**src/hw/rtl/irc_lt_pkg.sv**
```systemverilog
// Package: field widths, character codes, role/status/phase codes and result types.
package irc_lt_pkg;

    localparam int unsigned MAX_PARAMS = 15;

    localparam logic [7:0] CH_COLON = 8'h3A;
    localparam logic [7:0] CH_SPACE = 8'h20;
    localparam logic [7:0] CH_LF    = 8'h0A;
    localparam logic [7:0] CH_CR    = 8'h0D;
    localparam logic [7:0] CH_TAB   = 8'h09;
    localparam logic [7:0] CH_LC_A  = 8'h61;
    localparam logic [7:0] CH_LC_Z  = 8'h7A;
    localparam logic [7:0] CASE_OFS = 8'h20;

    typedef logic [7:0] t_byte;
    typedef logic [2:0] t_role;
    typedef logic [3:0] t_pidx;
    typedef logic [1:0] t_status;
    typedef logic [3:0] t_pcount;
    typedef logic [2:0] t_phase;

    localparam t_role ROLE_SEP       = 3'd0;
    localparam t_role ROLE_PFX_COLON = 3'd1;
    localparam t_role ROLE_PREFIX    = 3'd2;
    localparam t_role ROLE_COMMAND   = 3'd3;
    localparam t_role ROLE_MIDDLE    = 3'd4;
    localparam t_role ROLE_TR_COLON  = 3'd5;
    localparam t_role ROLE_TRAILING  = 3'd6;
    localparam t_role ROLE_STRIPPED  = 3'd7;

    localparam t_status ST_OK        = 2'd0;
    localparam t_status ST_EMPTY     = 2'd1;
    localparam t_status ST_NO_CMD    = 2'd2;
    localparam t_status ST_EMPTY_CMD = 2'd3;

    localparam t_phase PH_START    = 3'd0;
    localparam t_phase PH_PREFIX   = 3'd1;
    localparam t_phase PH_AFTERPFX = 3'd2;
    localparam t_phase PH_COMMAND  = 3'd3;
    localparam t_phase PH_PARAMS   = 3'd4;
    localparam t_phase PH_MIDDLE   = 3'd5;
    localparam t_phase PH_TRAILING = 3'd6;

    typedef struct packed {
        t_byte   out_byte;
        t_role   role;
        t_pidx   param_index;
        logic    token_start;
        logic    line_end;
        t_status status;
        t_pcount param_count;
    } t_result;

    typedef struct packed {
        t_result res;
        t_phase  n_phase;
        t_pcount n_pc;
        logic    n_cmd;
    } t_cls;

endpackage

```
**src/hw/rtl/irc_lt_if.sv**
```systemverilog
// Interfaces: raw byte input channel and tagged result output channel.
interface irc_lt_in_if;
    logic                valid;
    logic                ready;
    irc_lt_pkg::t_byte   in_byte;
    logic                last;

    modport source (output valid, output in_byte, output last, input ready);
    modport sink   (input valid, input in_byte, input last, output ready);
endinterface

interface irc_lt_out_if;
    logic                 valid;
    logic                 ready;
    irc_lt_pkg::t_byte    out_byte;
    irc_lt_pkg::t_role    role;
    irc_lt_pkg::t_pidx    param_index;
    logic                 token_start;
    logic                 line_end;
    irc_lt_pkg::t_status  status;
    irc_lt_pkg::t_pcount  param_count;

    modport source (output valid, output out_byte, output role, output param_index,
                    output token_start, output line_end, output status,
                    output param_count, input ready);
    modport sink   (input valid, input out_byte, input role, input param_index,
                    input token_start, input line_end, input status,
                    input param_count, output ready);
endinterface

```
**src/hw/rtl/irc_line_tokenizer.sv**
```systemverilog
// Top level: IRC line tokenizer, one byte per transaction, two-byte lookahead.
// Latency: a byte's result is registered in the cycle the byte two positions later is
// accepted; at line end, after last, the held bytes drain one per cycle while the skid entry is empty.
// Throughput: one byte per cycle inside a line while the skid entry is empty; input is
// blocked for the drain, set by the single shared classifier stepping over the held bytes.
// Reset (i_rst_n, synchronous, active low) clears line state and empties the output queue.
module irc_line_tokenizer (
    input  logic          i_clk,
    input  logic          i_rst_n,
    irc_lt_in_if.sink     i_byte_if,
    irc_lt_out_if.source  o_tok_if
);

    irc_lt_pkg::t_byte   r_held [3];
    irc_lt_pkg::t_byte   n_held [3];
    logic [1:0]          r_count, n_count;
    logic [1:0]          r_keep, n_keep;
    logic                r_drain, n_drain;
    irc_lt_pkg::t_phase  r_phase, n_phase;
    irc_lt_pkg::t_pcount r_pc, n_pc;
    logic                r_cmd, n_cmd;

    irc_lt_pkg::t_result r_out, n_out;
    logic                r_out_valid, n_out_valid;
    irc_lt_pkg::t_result r_skid, n_skid;
    logic                r_skid_valid, n_skid_valid;

    irc_lt_pkg::t_cls    cls;
    irc_lt_pkg::t_result push_res;
    irc_lt_pkg::t_phase  fin_phase;
    logic                push;
    logic                pop;
    logic                in_fire;
    logic                drain_step;
    logic                is_lf;
    logic                is_cr;
    logic [1:0]          k_pre;

    function automatic irc_lt_pkg::t_pidx f_index(input irc_lt_pkg::t_pcount pc);
        irc_lt_pkg::t_pcount i;
        i = (pc == '0) ? '0 : pc - 4'd1;
        if (i > 4'(irc_lt_pkg::MAX_PARAMS - 1)) begin
            i = 4'(irc_lt_pkg::MAX_PARAMS - 1);
        end
        return i;
    endfunction

    function automatic logic f_is_ws(input irc_lt_pkg::t_byte c);
        return (c == irc_lt_pkg::CH_SPACE) || (c >= irc_lt_pkg::CH_TAB && c <= irc_lt_pkg::CH_CR);
    endfunction

    function automatic irc_lt_pkg::t_cls f_classify(
        input irc_lt_pkg::t_byte   c,
        input irc_lt_pkg::t_phase  ph,
        input irc_lt_pkg::t_pcount pc,
        input logic                cmd
    );
        irc_lt_pkg::t_cls    r;
        irc_lt_pkg::t_pcount npc;
        r = '0;
        r.n_phase = ph;
        r.n_pc = pc;
        r.n_cmd = cmd;
        r.res.out_byte = c;
        npc = (pc < 4'(irc_lt_pkg::MAX_PARAMS)) ? pc + 4'd1 : pc;
        unique case (ph)
            irc_lt_pkg::PH_START: begin
                if (c == irc_lt_pkg::CH_COLON) begin
                    r.res.role = irc_lt_pkg::ROLE_PFX_COLON;
                    r.res.token_start = 1'b1;
                    r.n_phase = irc_lt_pkg::PH_PREFIX;
                end else if (c == irc_lt_pkg::CH_SPACE) begin
                    r.res.role = irc_lt_pkg::ROLE_SEP;
                    r.n_cmd = 1'b0;
                    r.n_phase = irc_lt_pkg::PH_PARAMS;
                end else begin
                    r.res.role = irc_lt_pkg::ROLE_COMMAND;
                    r.res.token_start = 1'b1;
                    r.n_cmd = 1'b1;
                    r.n_phase = irc_lt_pkg::PH_COMMAND;
                end
            end
            irc_lt_pkg::PH_PREFIX: begin
                if (c == irc_lt_pkg::CH_SPACE) begin
                    r.res.role = irc_lt_pkg::ROLE_SEP;
                    r.n_phase = irc_lt_pkg::PH_AFTERPFX;
                end else begin
                    r.res.role = irc_lt_pkg::ROLE_PREFIX;
                end
            end
            irc_lt_pkg::PH_AFTERPFX: begin
                if (c == irc_lt_pkg::CH_SPACE) begin
                    r.res.role = irc_lt_pkg::ROLE_SEP;
                end else begin
                    r.res.role = irc_lt_pkg::ROLE_COMMAND;
                    r.res.token_start = 1'b1;
                    r.n_cmd = 1'b1;
                    r.n_phase = irc_lt_pkg::PH_COMMAND;
                end
            end
            irc_lt_pkg::PH_COMMAND: begin
                if (c == irc_lt_pkg::CH_SPACE) begin
                    r.res.role = irc_lt_pkg::ROLE_SEP;
                    r.n_phase = irc_lt_pkg::PH_PARAMS;
                end else begin
                    r.res.role = irc_lt_pkg::ROLE_COMMAND;
                end
            end
            irc_lt_pkg::PH_PARAMS: begin
                if (f_is_ws(c)) begin
                    r.res.role = irc_lt_pkg::ROLE_SEP;
                end else begin
                    r.n_pc = npc;
                    r.res.param_index = f_index(npc);
                    r.res.token_start = 1'b1;
                    if (c == irc_lt_pkg::CH_COLON) begin
                        r.res.role = irc_lt_pkg::ROLE_TR_COLON;
                        r.n_phase = irc_lt_pkg::PH_TRAILING;
                    end else begin
                        r.res.role = irc_lt_pkg::ROLE_MIDDLE;
                        r.n_phase = irc_lt_pkg::PH_MIDDLE;
                    end
                end
            end
            irc_lt_pkg::PH_MIDDLE: begin
                if (f_is_ws(c)) begin
                    r.res.role = irc_lt_pkg::ROLE_SEP;
                    r.n_phase = irc_lt_pkg::PH_PARAMS;
                end else begin
                    r.res.role = irc_lt_pkg::ROLE_MIDDLE;
                    r.res.param_index = f_index(pc);
                end
            end
            default: begin
                r.res.role = irc_lt_pkg::ROLE_TRAILING;
                r.res.param_index = f_index(pc);
            end
        endcase
        if (r.res.role == irc_lt_pkg::ROLE_COMMAND && c >= irc_lt_pkg::CH_LC_A
                && c <= irc_lt_pkg::CH_LC_Z) begin
            r.res.out_byte = c - irc_lt_pkg::CASE_OFS;
        end
        return r;
    endfunction

    assign in_fire    = i_byte_if.valid && i_byte_if.ready;
    assign drain_step = r_drain && !r_skid_valid;
    assign pop        = r_out_valid && o_tok_if.ready;
    assign cls        = f_classify(r_held[0], r_phase, r_pc, r_cmd);

    assign is_lf = (i_byte_if.in_byte == irc_lt_pkg::CH_LF);

    // Strip check: CR candidate is the byte before a final LF, else the final byte.
    always_comb begin
        is_cr = 1'b0;
        k_pre = r_count + 2'd1;
        if (is_lf) begin
            k_pre = r_count;
            case (r_count)
                2'd1:    is_cr = (r_held[0] == irc_lt_pkg::CH_CR);
                2'd2:    is_cr = (r_held[1] == irc_lt_pkg::CH_CR);
                default: is_cr = 1'b0;
            endcase
        end else begin
            is_cr = (i_byte_if.in_byte == irc_lt_pkg::CH_CR);
        end
    end

    always_comb begin
        n_held      = r_held;
        n_count     = r_count;
        n_keep      = r_keep;
        n_drain     = r_drain;
        n_phase     = r_phase;
        n_pc        = r_pc;
        n_cmd       = r_cmd;
        push        = 1'b0;
        push_res    = cls.res;
        fin_phase   = r_phase;

        if (in_fire) begin
            if (i_byte_if.last) begin
                if (r_count == 2'd0) begin
                    n_held[0] = i_byte_if.in_byte;
                end else if (r_count == 2'd1) begin
                    n_held[1] = i_byte_if.in_byte;
                end else begin
                    n_held[2] = i_byte_if.in_byte;
                end
                n_count = r_count + 2'd1;
                n_keep  = k_pre - {1'b0, is_cr};
                n_drain = 1'b1;
            end else if (r_count == 2'd2) begin
                push      = 1'b1;
                n_phase   = cls.n_phase;
                n_pc      = cls.n_pc;
                n_cmd     = cls.n_cmd;
                n_held[0] = r_held[1];
                n_held[1] = i_byte_if.in_byte;
            end else begin
                if (r_count == 2'd0) begin
                    n_held[0] = i_byte_if.in_byte;
                end else begin
                    n_held[1] = i_byte_if.in_byte;
                end
                n_count = r_count + 2'd1;
            end
        end else if (drain_step) begin
            push = 1'b1;
            if (r_keep != 2'd0) begin
                n_phase   = cls.n_phase;
                n_pc      = cls.n_pc;
                n_cmd     = cls.n_cmd;
                fin_phase = cls.n_phase;
                n_keep    = r_keep - 2'd1;
            end else begin
                push_res          = '0;
                push_res.out_byte = r_held[0];
                push_res.role     = irc_lt_pkg::ROLE_STRIPPED;
            end
            n_held[0] = r_held[1];
            n_held[1] = r_held[2];
            n_count   = r_count - 2'd1;
            if (r_count == 2'd1) begin
                push_res.line_end    = 1'b1;
                push_res.param_count = n_pc;
                if (fin_phase == irc_lt_pkg::PH_START) begin
                    push_res.status = irc_lt_pkg::ST_EMPTY;
                end else if (fin_phase == irc_lt_pkg::PH_PREFIX
                        || fin_phase == irc_lt_pkg::PH_AFTERPFX) begin
                    push_res.status = irc_lt_pkg::ST_NO_CMD;
                end else if (!n_cmd) begin
                    push_res.status = irc_lt_pkg::ST_EMPTY_CMD;
                end else begin
                    push_res.status = irc_lt_pkg::ST_OK;
                end
                n_phase = irc_lt_pkg::PH_START;
                n_pc    = '0;
                n_cmd   = 1'b0;
                n_count = 2'd0;
                n_keep  = 2'd0;
                n_drain = 1'b0;
            end
        end
    end

    // Output register with one skid entry.
    always_comb begin
        n_out        = r_out;
        n_out_valid  = r_out_valid;
        n_skid       = r_skid;
        n_skid_valid = r_skid_valid;
        if (pop && r_skid_valid) begin
            n_out        = r_skid;
            n_skid_valid = 1'b0;
        end else if (pop || !r_out_valid) begin
            n_out       = push_res;
            n_out_valid = push;
        end else if (push) begin
            n_skid       = push_res;
            n_skid_valid = 1'b1;
        end
    end

    always_ff @(posedge i_clk) begin
        r_held <= n_held;
        r_out  <= n_out;
        r_skid <= n_skid;
        if (!i_rst_n) begin
            r_count      <= '0;
            r_keep       <= '0;
            r_drain      <= 1'b0;
            r_phase      <= irc_lt_pkg::PH_START;
            r_pc         <= '0;
            r_cmd        <= 1'b0;
            r_out_valid  <= 1'b0;
            r_skid_valid <= 1'b0;
        end else begin
            r_count      <= n_count;
            r_keep       <= n_keep;
            r_drain      <= n_drain;
            r_phase      <= n_phase;
            r_pc         <= n_pc;
            r_cmd        <= n_cmd;
            r_out_valid  <= n_out_valid;
            r_skid_valid <= n_skid_valid;
        end
    end

    assign i_byte_if.ready = !r_skid_valid && !r_drain;

    assign o_tok_if.valid       = r_out_valid;
    assign o_tok_if.out_byte    = r_out.out_byte;
    assign o_tok_if.role        = r_out.role;
    assign o_tok_if.param_index = r_out.param_index;
    assign o_tok_if.token_start = r_out.token_start;
    assign o_tok_if.line_end    = r_out.line_end;
    assign o_tok_if.status      = r_out.status;
    assign o_tok_if.param_count = r_out.param_count;

endmodule

```
**src/flat_wrapper.sv**
```systemverilog
// flat-port wrapper written by rule: the top's interface ports become plain ports
module irc_line_tokenizer_flat 
  (i_clk, i_rst_n, i_byte_if_valid, i_byte_if_in_byte, i_byte_if_last, i_byte_if_ready, o_tok_if_valid, o_tok_if_out_byte, o_tok_if_role, o_tok_if_param_index, o_tok_if_token_start, o_tok_if_line_end, o_tok_if_status, o_tok_if_param_count, o_tok_if_ready);
  irc_lt_in_if i_byte_if_i ();
  irc_lt_out_if o_tok_if_i ();
  input  logic i_clk;
  input  logic i_rst_n;
  input wire logic [$bits(i_byte_if_i.valid)-1:0] i_byte_if_valid;
  input wire logic [$bits(i_byte_if_i.in_byte)-1:0] i_byte_if_in_byte;
  input wire logic [$bits(i_byte_if_i.last)-1:0] i_byte_if_last;
  output wire logic [$bits(i_byte_if_i.ready)-1:0] i_byte_if_ready;
  output wire logic [$bits(o_tok_if_i.valid)-1:0] o_tok_if_valid;
  output wire logic [$bits(o_tok_if_i.out_byte)-1:0] o_tok_if_out_byte;
  output wire logic [$bits(o_tok_if_i.role)-1:0] o_tok_if_role;
  output wire logic [$bits(o_tok_if_i.param_index)-1:0] o_tok_if_param_index;
  output wire logic [$bits(o_tok_if_i.token_start)-1:0] o_tok_if_token_start;
  output wire logic [$bits(o_tok_if_i.line_end)-1:0] o_tok_if_line_end;
  output wire logic [$bits(o_tok_if_i.status)-1:0] o_tok_if_status;
  output wire logic [$bits(o_tok_if_i.param_count)-1:0] o_tok_if_param_count;
  input wire logic [$bits(o_tok_if_i.ready)-1:0] o_tok_if_ready;
  assign i_byte_if_i.valid = i_byte_if_valid;
  assign i_byte_if_i.in_byte = i_byte_if_in_byte;
  assign i_byte_if_i.last = i_byte_if_last;
  assign i_byte_if_ready = i_byte_if_i.ready;
  assign o_tok_if_valid = o_tok_if_i.valid;
  assign o_tok_if_out_byte = o_tok_if_i.out_byte;
  assign o_tok_if_role = o_tok_if_i.role;
  assign o_tok_if_param_index = o_tok_if_i.param_index;
  assign o_tok_if_token_start = o_tok_if_i.token_start;
  assign o_tok_if_line_end = o_tok_if_i.line_end;
  assign o_tok_if_status = o_tok_if_i.status;
  assign o_tok_if_param_count = o_tok_if_i.param_count;
  assign o_tok_if_i.ready = o_tok_if_ready;
  irc_line_tokenizer u_core (.i_clk(i_clk), .i_rst_n(i_rst_n), .i_byte_if(i_byte_if_i), .o_tok_if(o_tok_if_i));
endmodule
```
**config.mk**
```make
export PLATFORM = sky130hd
export DESIGN_NAME = irc_line_tokenizer_flat
export DESIGN_NICKNAME = d
export VERILOG_FILES = /design/src/hw/rtl/irc_lt_pkg.sv /design/src/hw/rtl/irc_lt_if.sv /design/src/hw/rtl/irc_line_tokenizer.sv /design/src/flat_wrapper.sv
export SDC_FILE = /design/constraint.sdc
export NUM_CORES = 1
export LEC_CHECK = 0
export BUFFER_PORTS_ARGS = -buffer_cell sky130_fd_sc_hd__buf_2
export CAP_MARGIN = 20
export CELL_PAD_IN_SITES_DETAIL_PLACEMENT = 0
export CELL_PAD_IN_SITES_GLOBAL_PLACEMENT = 1
export CORE_MARGIN = 2
export CORE_UTILIZATION = 43
export CTS_CLUSTER_SIZE = 25
export DETAILED_ROUTE_END_ITERATION = 10
export PLACE_DENSITY_LB_ADDON = 0.1
export SLEW_MARGIN = 10
export SYNTH_ARGS = -nofsm -noshare
export SYNTH_HDL_FRONTEND = slang
export SYNTH_SLANG_ARGS = --single-unit
```
**constraint.sdc**
```tcl
create_clock -name i_clk -period 2.4 [get_ports i_clk]
set_input_delay 0.48 -clock i_clk [delete_from_list [all_inputs] [get_ports i_clk]]
set_output_delay 0.48 -clock i_clk [all_outputs]
set_load 0.1 [all_outputs]
```
== Word level (Yosys, flattened, before mapping) ==
Cells that the tools add are included.

* Add/sub/neg operators: 8
* Reductions and logical operators: 36
* Order comparisons: 7
* Bitwise operators: 5
* Equal/unequal tests: 23
* Mux-type cells: 93

{| class="wikitable"
|+ Operators by type and width
! cell !! number
|-
| $mux 23 || 5
|-
| $mux 16 || 5
|-
| $mux 4 || 13
|-
| $mux 3 || 17
|-
| $mux 8 || 5
|-
| $mux 2 || 17
|-
| $eq 8x4->1 const B || 4
|-
| $mux 1 || 22
|-
| $pmux 3 s6 || 1
|-
| $eq 8x6->1 const B || 2
|-
| $pmux 3 s5 || 1
|-
| $mux 7 || 2
|-
| $eq 3x2->1 const B || 4
|-
| $ne 3x3->1 const B || 4
|-
| $pmux 4 s3 || 1
|-
| $reduce_and 3->1 || 4
|-
| $ge 8x4->1 const B || 1
|-
| $ge 8x7->1 const B || 1
|-
| $gt 4x4->1 const B || 2
|-
| $le 8x4->1 const B || 1
|-
| $le 8x7->1 const B || 1
|-
| $logic_and 1x1->1 || 8
|-
| $logic_not 4->1 || 2
|-
| $reduce_and 4->1 || 2
|-
| 25 further kinds || 47
|}

* Word-level logic and storage cells: 197
* Output and inout port bits: 25
* Input bits: 13
* Flip-flop bits (word level): 85

== Logic depth before layout (Yosys ltp) ==
Gate-level depths: netlist of run 1.

* Depth after elaboration: 17
* Gate-level depth with buffers: 12
* Mapped depth without buffers: 11

== Least setup slack after synthesis of run 1 ==
Ideal clock, no wire load.

* Kind: reg2reg
* Start point: reg u_core.r_skid_valid
* End point: reg u_core.r_held[0] (netlist bit) (enable)
* Clock period less this slack: 3.467 ns
* Arrival: 3.081 ns
* Cell stages (with the launch flop): 6
* Buffers on the path: 2
* Slack: -1.067 ns
* Data required time: 2.015 ns
* Library setup time: 0.385 ns
* Cells stage by stage: dfxtp_1 > clkbuf_1 > nor2_1 > nand2_1 > clkbuf_1 > nor3b_1

* Cells in the longest elaborated chain, start to end: 4

{| class="wikitable"
|+ Ends and longest elaborated chain
! item !! line !! RTL
|-
| start: declaration || irc_line_tokenizer.sv:26 || <nowiki>logic r_skid_valid, n_skid_valid;</nowiki>
|-
| start signal: assignment || irc_line_tokenizer.sv:286 || <nowiki>r_skid_valid <= n_skid_valid;</nowiki>
|-
| $logic_not 1->1 || irc_line_tokenizer.sv:290 || <nowiki>assign i_byte_if.ready = !r_skid_valid && !r_drain;</nowiki>
|-
| $logic_and 1x1->1 || irc_line_tokenizer.sv:290 ||
|-
| named net i_byte_if_ready || flat_wrapper.sv:11 || <nowiki>output wire logic [$bits(i_byte_if_i.ready)-1:0] i_byte_if_ready;</nowiki>
|-
| $logic_and 1x1->1 || irc_line_tokenizer.sv:146 || <nowiki>assign in_fire = i_byte_if.valid && i_byte_if.ready;</nowiki>
|-
| $reduce_and 4->1 (no line) || - ||
|-
| end signal: assignment || irc_line_tokenizer.sv:266 || <nowiki>r_held <= n_held;</nowiki>
|-
| end: declaration || irc_line_tokenizer.sv:14 || <nowiki>irc_lt_pkg::t_byte r_held [3];</nowiki>
|}

The timed path passes the listed nets, and every way through them passes these cells.
A chain may end at the register's enable or synchronous reset.

==> impl_metrics.toml, run 1 <==
[cts]
cts.clk_slew.worst_paths_ns = 0.09
cts_buffer_depth = 2
cts_tree = "done"
root_buffer = "clkbuf_8"
insertion_delay_ns = 0.37
cts_max_level = 3
cts_buffers = 9
cts_sinks = 85

[setup_path]
critical_path_required_ns = 2.51
end_kind = "flip-flop"
path_max_fanout = 4
crit_type = "flip-flop to flip-flop"
r2r_cells = 7
rr_startpoint = "u_core.r_held[22]"
crit_arrival_ns = 2.56
cp-start-kind = "flip-flop"
r2r_slack_ns = -0.04
reg2reg_to = "u_core.o_tok_if.status[0]"

[grt]
use_met2_pct = 31.0
grtUsageMet1_pct = 31.5
top_usage_layer = "met1"
grt_pass1_wl_um = 19000
overflow = 0
grt_max_degree = 24
grtUsageMet3_pct = 2.83
grt_pass1_vias = 3641
grtUsageTotal_pct = 21.0
antenna_found_initial = 0

[min_path]
worstHoldStart = "i_byte_if_in_byte[4]"
worstHoldPathType = "input pin to flip-flop"
worstHoldEndpoint = "u_core.r_held[4]"
whs_path_depth = 1

[power_and_ir_drop]
sequentialPowerShare_pct = 44.8
power.density_nw_per_um2 = 674
peakVddDrop_mv = 0.422
leakagePower_nw = 2.45
switchingPower_mw = 1.52
swShare_pct = 37.4
clkPwrFrac_pct = 22.3
internal_power_mw = 2.54
power_frac_comb_pct = 32.9
power_mw = 4.06

[placed_design]
place_congestion = 0.922
port_buffers = 37
dp_slack_ns = -0.176
hpwlAfterDp_um = 8720
place_inst = 685
dpl_cell_area_um2 = 5490

[route]
vias_per_cell = 5.49
vias = 3879
ant_nets = 0
drt-pass1-iter-count = 5
drc = 0
routed_wl_um = 11700
routedWlPerCell_um = 16.6
drt_iter0_drc = 212

[timing]
drv_slew = 0
finClkSkew_ns = 0.0153
rsz0062_at_grt = "yes"
finalCriticalPeriod_ns = 2.44
hold_viol_final = 0
relSlewSlack_pct = 57.9
fin_tns_setup_ns = -0.0964
tightest_slew_ns = 0.632
fin_crit_sh_pct = 102
timing.hold.ws_ns = 0.346
worst_slack_ns = -0.0441
max_freq_mhz = 409
setup_viol = 6

[cells_and_area]
mostFrequentLayoutCells = "nand2_1 (70), edfxtp_1 (70), buf_4 (64)"
final_cells = 707
fill_cells = 972
final_util_pct = 56.1
syn2layout_area_growth_pct = 28.9
multi_input_area_um2 = 2450
drive_above_1_share_pct = 35.3
antenna_cells = 0
seqCellArea_um2 = 2410
nNetsFinal = 587
design_area_um2 = 6030

[synth]
ys_ff_latch = 85
ys.flop_type = "edfxtp_1"
syn_area_um2 = 4680
syn_inst = 468
async_reset_ff_share_pct = 0
ys_types = 69
yosysWarnings = 0
syn_avg_cell_area_um2 = 10.0
syn_nets = 493
synth-edff-count = 70
yosysSeqAreaShare_pct = 51.4

[floorplan]
num_io_pins = 38
start_util_pct = 43.5
placementRows = 38
die_w_um = 108
dieArea_um2 = 11700
core_area_um2 = 10700
dieHeight_um = 108

[flow_run]
maxCapViolCount = 0

[run_status]
violations = "negative setup slack"
status = "complete, but fails checks"
==> layout make-up <==
type                       count  share of cell area (%)
multi-input combinational    337                    40.6
sequential                    85                    39.9
timing repair buffer         107                    12.4
tap                          140                    2.90
clock buffer                  10                    2.12
inverter                      22                    1.37
clock inverter                 6                   0.643
==> critical path, cell delays in order (launching register included) <==
cell      delay [ns]
edfxtp_1        0.45
or4b_4          0.63
nor4b_4         0.35
buf_4           0.18
o31ai_2         0.07
and4b_1         0.22
mux2i_2         0.20
nand2_1         0.09
==> power groups by stage <==
stage                     logic (mW)  clock network (mW)  registers [mW]
after floorplan                0.519                   0            2.20
after global placement          1.21                   0            1.84
after detailed placement        1.22                   0            1.85
after CTS                       1.24               0.926            1.81
after global routing            1.44               0.981            1.84
final                           1.34               0.905            1.82
==> flip-flops by register name, indices dropped and copies added (netlist names) <==
signal	cells
u_core.r_held	24
u_core.r_skid	23
u_core.o_tok_if.out_byte	8
u_core.o_tok_if.param_count	4
u_core.o_tok_if.param_index	4
u_core.r_pc	4
u_core.o_tok_if.role	3
u_core.r_phase	3
u_core.o_tok_if.status	2
u_core.r_count	2
u_core.r_keep	2
u_core.o_tok_if.line_end	1
u_core.o_tok_if.token_start	1
u_core.o_tok_if.valid	1
u_core.r_cmd	1
u_core.r_drain	1
u_core.r_skid_valid	1
==> synth_stat cells, types with 2 or more instances <==
cell	instances	area share, %
nand2_1	74	5.9
edfxtp_1	70	45
nor2_1	39	3.1
a21oi_1	27	2.9
o21ai_0	26	2.8
inv_1	21	1.7
clkbuf_1	17	1.4
dfxtp_1	15	6.4
mux2i_1	14	3.0
nor3_1	14	1.5
nand3_1	13	1.4
ha_1	12	3.2
a211oi_1	7	1.1
a21o_1	7	1.1
mux2_2	7	1.7
and3_1	5	0.67
nand2b_1	5	0.67
nor4_1	5	0.67
a31oi_1	4	0.53
buf_2	4	0.43
nand3b_1	4	0.64
o21ai_1	4	0.43
o31ai_1	4	0.64
or3_1	4	0.53
xnor2_1	4	0.75
a22oi_1	3	0.48
and2_1	3	0.40
nor2b_1	3	0.40
nor3b_1	3	0.48
o211ai_1	3	0.48
buf_1	2	0.16
nor3_2	2	0.43
o2111ai_1	2	0.37
o22ai_1	2	0.27
o32ai_1	2	0.37
or2_1	2	0.27
or4_1	2	0.32
or4b_1	2	0.43
==> repair_timing <==
item / CTS / global route
pin swaps: 6 / 29
hold buffers: 0 / 0
endpoints found under the setup margin: 16 / 25
gates resized for setup: 18 / 52
buffers inserted: 2 / 4
==> how the worst max path moves through the flow <==
stage | endpoint | cells past startpoint | startpoint
6_report | u_core.o_tok_if.status[0] | 7 | u_core.r_held[22]
5_1_grt | u_core.o_tok_if.status[1] | 10 | u_core.r_held[23]
4_1_cts | u_core.o_tok_if.param_index[2] | 8 | u_core.r_held[22]
3_5_place_dp | u_core.o_tok_if.param_index[1] | 9 | u_core.r_pc[0]
3_3_place_gp | u_core.o_tok_if.param_index[1] | 9 | u_core.r_pc[0]
2_1_floorplan | u_core.r_skid[4] | 8 | u_core.r_held[21]
==> per-layer routing <==
metal / part of all wire (%) / up-vias
li1: - / 1913
met1: 50 / 1877
met2: 45 / 77
met3: 3.7 / 12
met4: 1.6 / 0
met5: 0 / -
==> kinds of logic after synthesis <==
family / synth area share, %
xor+xnor: 0.936
compound gates: 15.2
fa+ha+maj: 3.21
flops: 51.4
mux: 4.68
buf+inv: 3.96
simple gates: 20.7
Note: power is estimated with default switching activity, not from simulation.
==> inputs of run 2 (changes only) <==
--- a/config.mk
+++ b/config.mk
@@ -5,15 +5,14 @@
 export SDC_FILE = /design/constraint.sdc
 export NUM_CORES = 1
 export LEC_CHECK = 0
+export ABC_CLOCK_PERIOD_IN_PS = 2400
 export BUFFER_PORTS_ARGS = -buffer_cell sky130_fd_sc_hd__buf_2
 export CAP_MARGIN = 20
-export CELL_PAD_IN_SITES_DETAIL_PLACEMENT = 0
-export CELL_PAD_IN_SITES_GLOBAL_PLACEMENT = 1
 export CORE_MARGIN = 2
-export CORE_UTILIZATION = 43
+export CORE_UTILIZATION = 54
 export CTS_CLUSTER_SIZE = 25
 export DETAILED_ROUTE_END_ITERATION = 10
-export PLACE_DENSITY_LB_ADDON = 0.1
+export PLACE_DENSITY = 0.76
 export SLEW_MARGIN = 10
 export SYNTH_ARGS = -nofsm -noshare
 export SYNTH_HDL_FRONTEND = slang
==> run 2 against run 1 <==
The flow still finishes with violations (negative setup slack). Worst setup slack improved by 0.040 ns. Combinational power fell by 7%. Critical path depth is 1 higher. Flip-flop and latch count did not move. Clock power increased by 3.5%. Register-to-register slack gained 0.04 ns. Total power fell by 1.2%.
==> impl_metrics.toml, run 2 (same netlist as run 1, synthesis figures left out) <==
[min_path]
worstHoldEndpoint = "u_core.r_held[7]"
worstHoldPathType = "input pin to flip-flop"
whs_path_depth = 1
worstHoldStart = "i_byte_if_in_byte[7]"

[power_and_ir_drop]
internal_power_mw = 2.52
power_frac_comb_pct = 31.1
sequentialPowerShare_pct = 45.5
peakVddDrop_mv = 0.381
leakagePower_nw = 2.38
power_mw = 4.01
switchingPower_mw = 1.50
clkPwrFrac_pct = 23.3
swShare_pct = 37.3
power.density_nw_per_um2 = 703

[setup_path]
path_max_fanout = 5
cp-start-kind = "flip-flop"
rr_startpoint = "u_core.r_held[22]"
r2r_slack_ns = -0.004
reg2reg_to = "u_core.o_tok_if.status[0]"
crit_arrival_ns = 2.53
r2r_cells = 8
critical_path_required_ns = 2.52
crit_type = "flip-flop to flip-flop"
end_kind = "flip-flop"

[route]
routedWlPerCell_um = 16.6
vias_per_cell = 5.88
drt_iter0_drc = 288
drt-pass1-iter-count = 5
vias = 3903
routed_wl_um = 11000
drc = 0
ant_nets = 0

[placed_design]
hpwlAfterDp_um = 8140
place_congestion = 0.916
place_inst = 640
dp_slack_ns = -0.0636
port_buffers = 37

[floorplan]
num_io_pins = 38
placementRows = 33
dieArea_um2 = 9420
dieHeight_um = 97.1
core_area_um2 = 8300
start_util_pct = 56.4
die_w_um = 97.1

[cells_and_area]
final_cells = 664
drive_above_1_share_pct = 29.7
mostFrequentLayoutCells = "nand2_1 (73), edfxtp_1 (70), buf_4 (61)"
largest_reg_flops = 24
final_common_cell = "nand2_1"
antenna_cells = 0
regMostFlops = "u_core.r_held"
syn2layout_area_growth_pct = 22.0
nNetsFinal = 579

[timing]
setup_viol = 1
tightest_slew_ns = 0.641
worst_slack_ns = -0.00449
drv_slew = 0
timing.hold.ws_ns = 0.352
max_freq_mhz = 416
finalCriticalPeriod_ns = 2.40
fin_crit_sh_pct = 100
hold_viol_final = 0
finClkSkew_ns = 0.0156
rsz0062_at_grt = "yes"
relSlewSlack_pct = 57.3

[cts]
root_buffer = "clkbuf_8"
cts_buffer_depth = 2
insertion_delay_ns = 0.37
cts_sinks = 85
cts_max_level = 3
cts_buffers = 9
ctsHoldBuffers = 0
cts_tree = "done"
cts.clk_slew.worst_paths_ns = 0.10

[grt]
antenna_found_initial = 0
grt_max_degree = 24
overflow = 0
grt_pass1_wl_um = 18400
grtUsageTotal_pct = 24.1
grt_pass1_vias = 3665

[run_status]
status = "complete, but fails checks"
violations = "negative setup slack"

[flow_run]
maxCapViolCount = 0
## run 2: how the worst max path moves through the flow
stage	startpoint	end	slack [ns]	cells after the start
4_1_cts	u_core.r_held[22]	u_core.o_tok_if.status[0]	-0.0009	8
3_5_place_dp	u_core.r_held[22]	u_core.o_tok_if.status[0]	-0.06	8
3_3_place_gp	u_core.r_held[22]	u_core.o_tok_if.status[0]	0.02	8
6_report	u_core.r_held[22]	u_core.o_tok_if.status[0]	-0.004	8
2_1_floorplan	u_core.r_held[21]	u_core.r_skid[4]	-0.06	8
5_1_grt	u_core.r_held[22]	u_core.o_tok_if.param_index[1]	-0.12	7
## run 2: final cells by class
type                       count  area, µm²
clock buffer                   9        124
clock inverter                 7       55.1
fill                         645       2590
inverter                      22       82.6
multi-input combinational    337       2250
sequential                    85       2400
tap                          105        131
timing repair buffer          99        663
## run 2: what timing repair did
item | in CTS | in global routing
pin swaps | 8 | 11
setup endpoints to repair | 8 | 23
setup buffers | 1 | 7
resized for setup | 4 | 19
## run 2: power groups by stage
stage                     clock network, mW  registers, mW  logic, mW
after floorplan                           0           2.20      0.519
after global placement                    0           1.85       1.17
after detailed placement                  0           1.86       1.19
after CTS                             0.948           1.83       1.20
after global routing                   1.02           1.84       1.33
final                                 0.937           1.83       1.25
## run 2: per-layer routing
metal	vias up	part of all wire, %	track usage (%)
met5	-	0	0
met4	0	1.5	8.02
met3	13	5.6	4.46
met2	134	47	36.7
met1	1866	46	35.0
li1	1890	-	-
## run 2: stage by stage
stage | instance area [µm²] | util [%] | setup TNS [ns]
floorplan | 4730 | - | -0.153
global placement | 5360 | 64.5 | 0
detailed placement | 5360 | 64.5 | -0.112
CTS | 5570 | 67.1 | -0.000895
global route | 5710 | 68.8 | -0.583
finish | 5710 | 68.8 | -0.00449
## run 2: critical path: stages (launching register included)
cell and delay (ns):
edfxtp_1 0.43, inv_2 0.11, ha_4 0.13, or4b_4 0.50
or4_4 0.46, o21ai_4 0.18, a211oi_2 0.05, mux2i_1 0.19
nand2_1 0.10
==> inputs of run 3 (changes only) <==
--- a/config.mk
+++ b/config.mk
@@ -6,7 +6,7 @@
 export NUM_CORES = 1
 export LEC_CHECK = 0
 export ABC_CLOCK_PERIOD_IN_PS = 2400
-export BUFFER_PORTS_ARGS = -buffer_cell sky130_fd_sc_hd__buf_2
+export BUFFER_PORTS_ARGS = -buffer_cell sky130_fd_sc_hd__clkbuf_2
 export CAP_MARGIN = 20
 export CORE_MARGIN = 2
 export CORE_UTILIZATION = 54
==> run 3 against run 2 <==
The run still ends with negative setup slack left. Count of clock-buffer cells in the layout stayed put. Sequential share of layout area is 1.5 points lower. Via count is 2.2% higher. Die area stayed put. Worst setup slack worse by 0.065 ns. Register-to-register slack worse by 0.07 ns. First-iteration DRC count is 2.1% higher. Flip-flop and latch count stayed put. Design area is 3.7% higher. Combinational power is 6% higher.
==> impl_metrics.toml, run 3 (same netlist as run 1, synthesis figures left out) <==
[run_status]
status = "complete, but fails checks"
violations = "negative setup slack"

[cells_and_area]
mostFrequentLayoutCells = "nand2_1 (70), edfxtp_1 (70), buf_4 (64)"
syn2layout_area_growth_pct = 26.5
antenna_cells = 0
final_cells = 668
largest_reg_flops = 24
final_util_pct = 71.3
drive_above_1_share_pct = 33.9
regMostFlops = "u_core.r_held"
design_area_um2 = 5920
nNetsFinal = 583

[placed_design]
dp_slack_ns = -0.0987
place_congestion = 0.932
hpwlAfterDp_um = 8100
port_buffers = 37
dpl_cell_area_um2 = 5340
place_inst = 639

[timing]
max_freq_mhz = 405
setup_viol = 4
tightest_slew_ns = 0.624
finClkSkew_ns = 0.0163
relSlewSlack_pct = 58.4
fin_tns_setup_ns = -0.153
fin_crit_sh_pct = 103
rsz0062_at_grt = "yes"
hold_viol_final = 0
worst_slack_ns = -0.0698
finalCriticalPeriod_ns = 2.47
timing.hold.ws_ns = 0.349
drv_slew = 0

[cts]
cts_buffers = 9
cts.clk_slew.worst_paths_ns = 0.09
cts_max_level = 3
cts_sinks = 85
root_buffer = "clkbuf_8"
cts_tree = "done"
ctsHoldBuffers = 0
insertion_delay_ns = 0.37
cts_buffer_depth = 2

[floorplan]
start_util_pct = 56.4
placementRows = 33
dieHeight_um = 97.1
dieArea_um2 = 9420
core_area_um2 = 8300
die_w_um = 97.1
num_io_pins = 38

[setup_path]
reg2reg_to = "u_core.o_tok_if.param_index[1]"
cp-start-kind = "flip-flop"
r2r_cells = 7
worstSetupStartpoint = "u_core.r_held[23]"
worstPathCellList = "or4b_4, o41ai_4, buf_4, or2_4, or3_4, a21oi_2, mux2_4"
worstSetupEndpoint = "u_core.o_tok_if.param_index[1]"
crit_arrival_ns = 2.58
max_stage_delay_ns = 0.64
end_kind = "flip-flop"
path_max_fanout = 5
crit_type = "flip-flop to flip-flop"
critical_path_required_ns = 2.51
rr_startpoint = "u_core.r_held[23]"
r2r_slack_ns = -0.07
critical-path-slowest-cell = "or4b_4"

[power_and_ir_drop]
leakagePower_nw = 2.43
power_mw = 4.22
peakVddDrop_mv = 0.412
power.density_nw_per_um2 = 712

[route]
drt_iter0_drc = 294
highest_layer = "met4"
routedWlPerCell_um = 17.5
vias_per_cell = 5.97
wl_met3_um = 689
drt-pass1-iter-count = 5
ant_nets = 0
routed_wl_um = 11700
vias = 3988
met2_length_um = 5630
drt-met1-wl_um = 5150
drc = 0

[grt]
grt_pass1_wl_um = 18000
grt_max_degree = 24
grtUsageTotal_pct = 23.6
grt_pass1_vias = 3677
antenna_found_initial = 0
overflow = 0

[min_path]
whs_path_depth = 1
worstHoldPathType = "input pin to flip-flop"

[flow_run]
maxCapViolCount = 0
-- run 3: what timing repair did --
item | in CTS | in global routing
pin swaps | 4 | 21
resized for setup | 6 | 52
setup endpoints to repair | 15 | 26
buffers inserted | 6 | 7
-- run 3: worst min path at each step --
| stage | endpoint | startpoint | slack (ns) |
|---|---|---|---|
| 2_1_floorplan | u_core.r_skid[15] | u_core.r_held[16] | 0.42 |
| 3_3_place_gp | u_core.r_keep[1] | u_core.r_keep[1] | 0.46 |
| 3_5_place_dp | u_core.r_keep[1] | u_core.r_keep[1] | 0.47 |
| 4_1_cts | u_core.r_held[4] | i_byte_if_in_byte[4] | 0.34 |
| 5_1_grt | u_core.r_held[4] | i_byte_if_in_byte[4] | 0.34 |
| 6_report | u_core.r_held[4] | i_byte_if_in_byte[4] | 0.35 |
-- run 3: area by class of cell --
cell class | instances | area (µm²)
Multi-Input combinational cell | 337 | 2410
Sequential cell | 85 | 2400
Fill cell | 600 | 2380
Timing Repair Buffer | 103 | 688
Tap cell | 105 | 131
Clock buffer | 9 | 124
Inverter | 22 | 82.6
Clock inverter | 7 | 80.1
-- run 3: where the power goes --
part | switching (mW) | internal (mW) | total [mW]
logic | 0.914 | 0.415 | 1.33
registers | 0.0815 | 1.75 | 1.83
clock network | 0.560 | 0.497 | 1.06
-- run 3: layer usage --
metal,global-route usage (%),up-vias
met5,0,-
met4,7.91,0
met3,4.10,20
met2,37.5,161
met1,33.1,1905
li1,-,1902
-- run 3: worst max-delay path, delay by kind of cell (launching register included) --
kind / cells / cell delay (ns)
flops: 1 / 0.43
mux: 1 / 0.27
buf+inv: 1 / 0.22
simple gates: 3 / 0.91
compound gates: 2 / 0.38
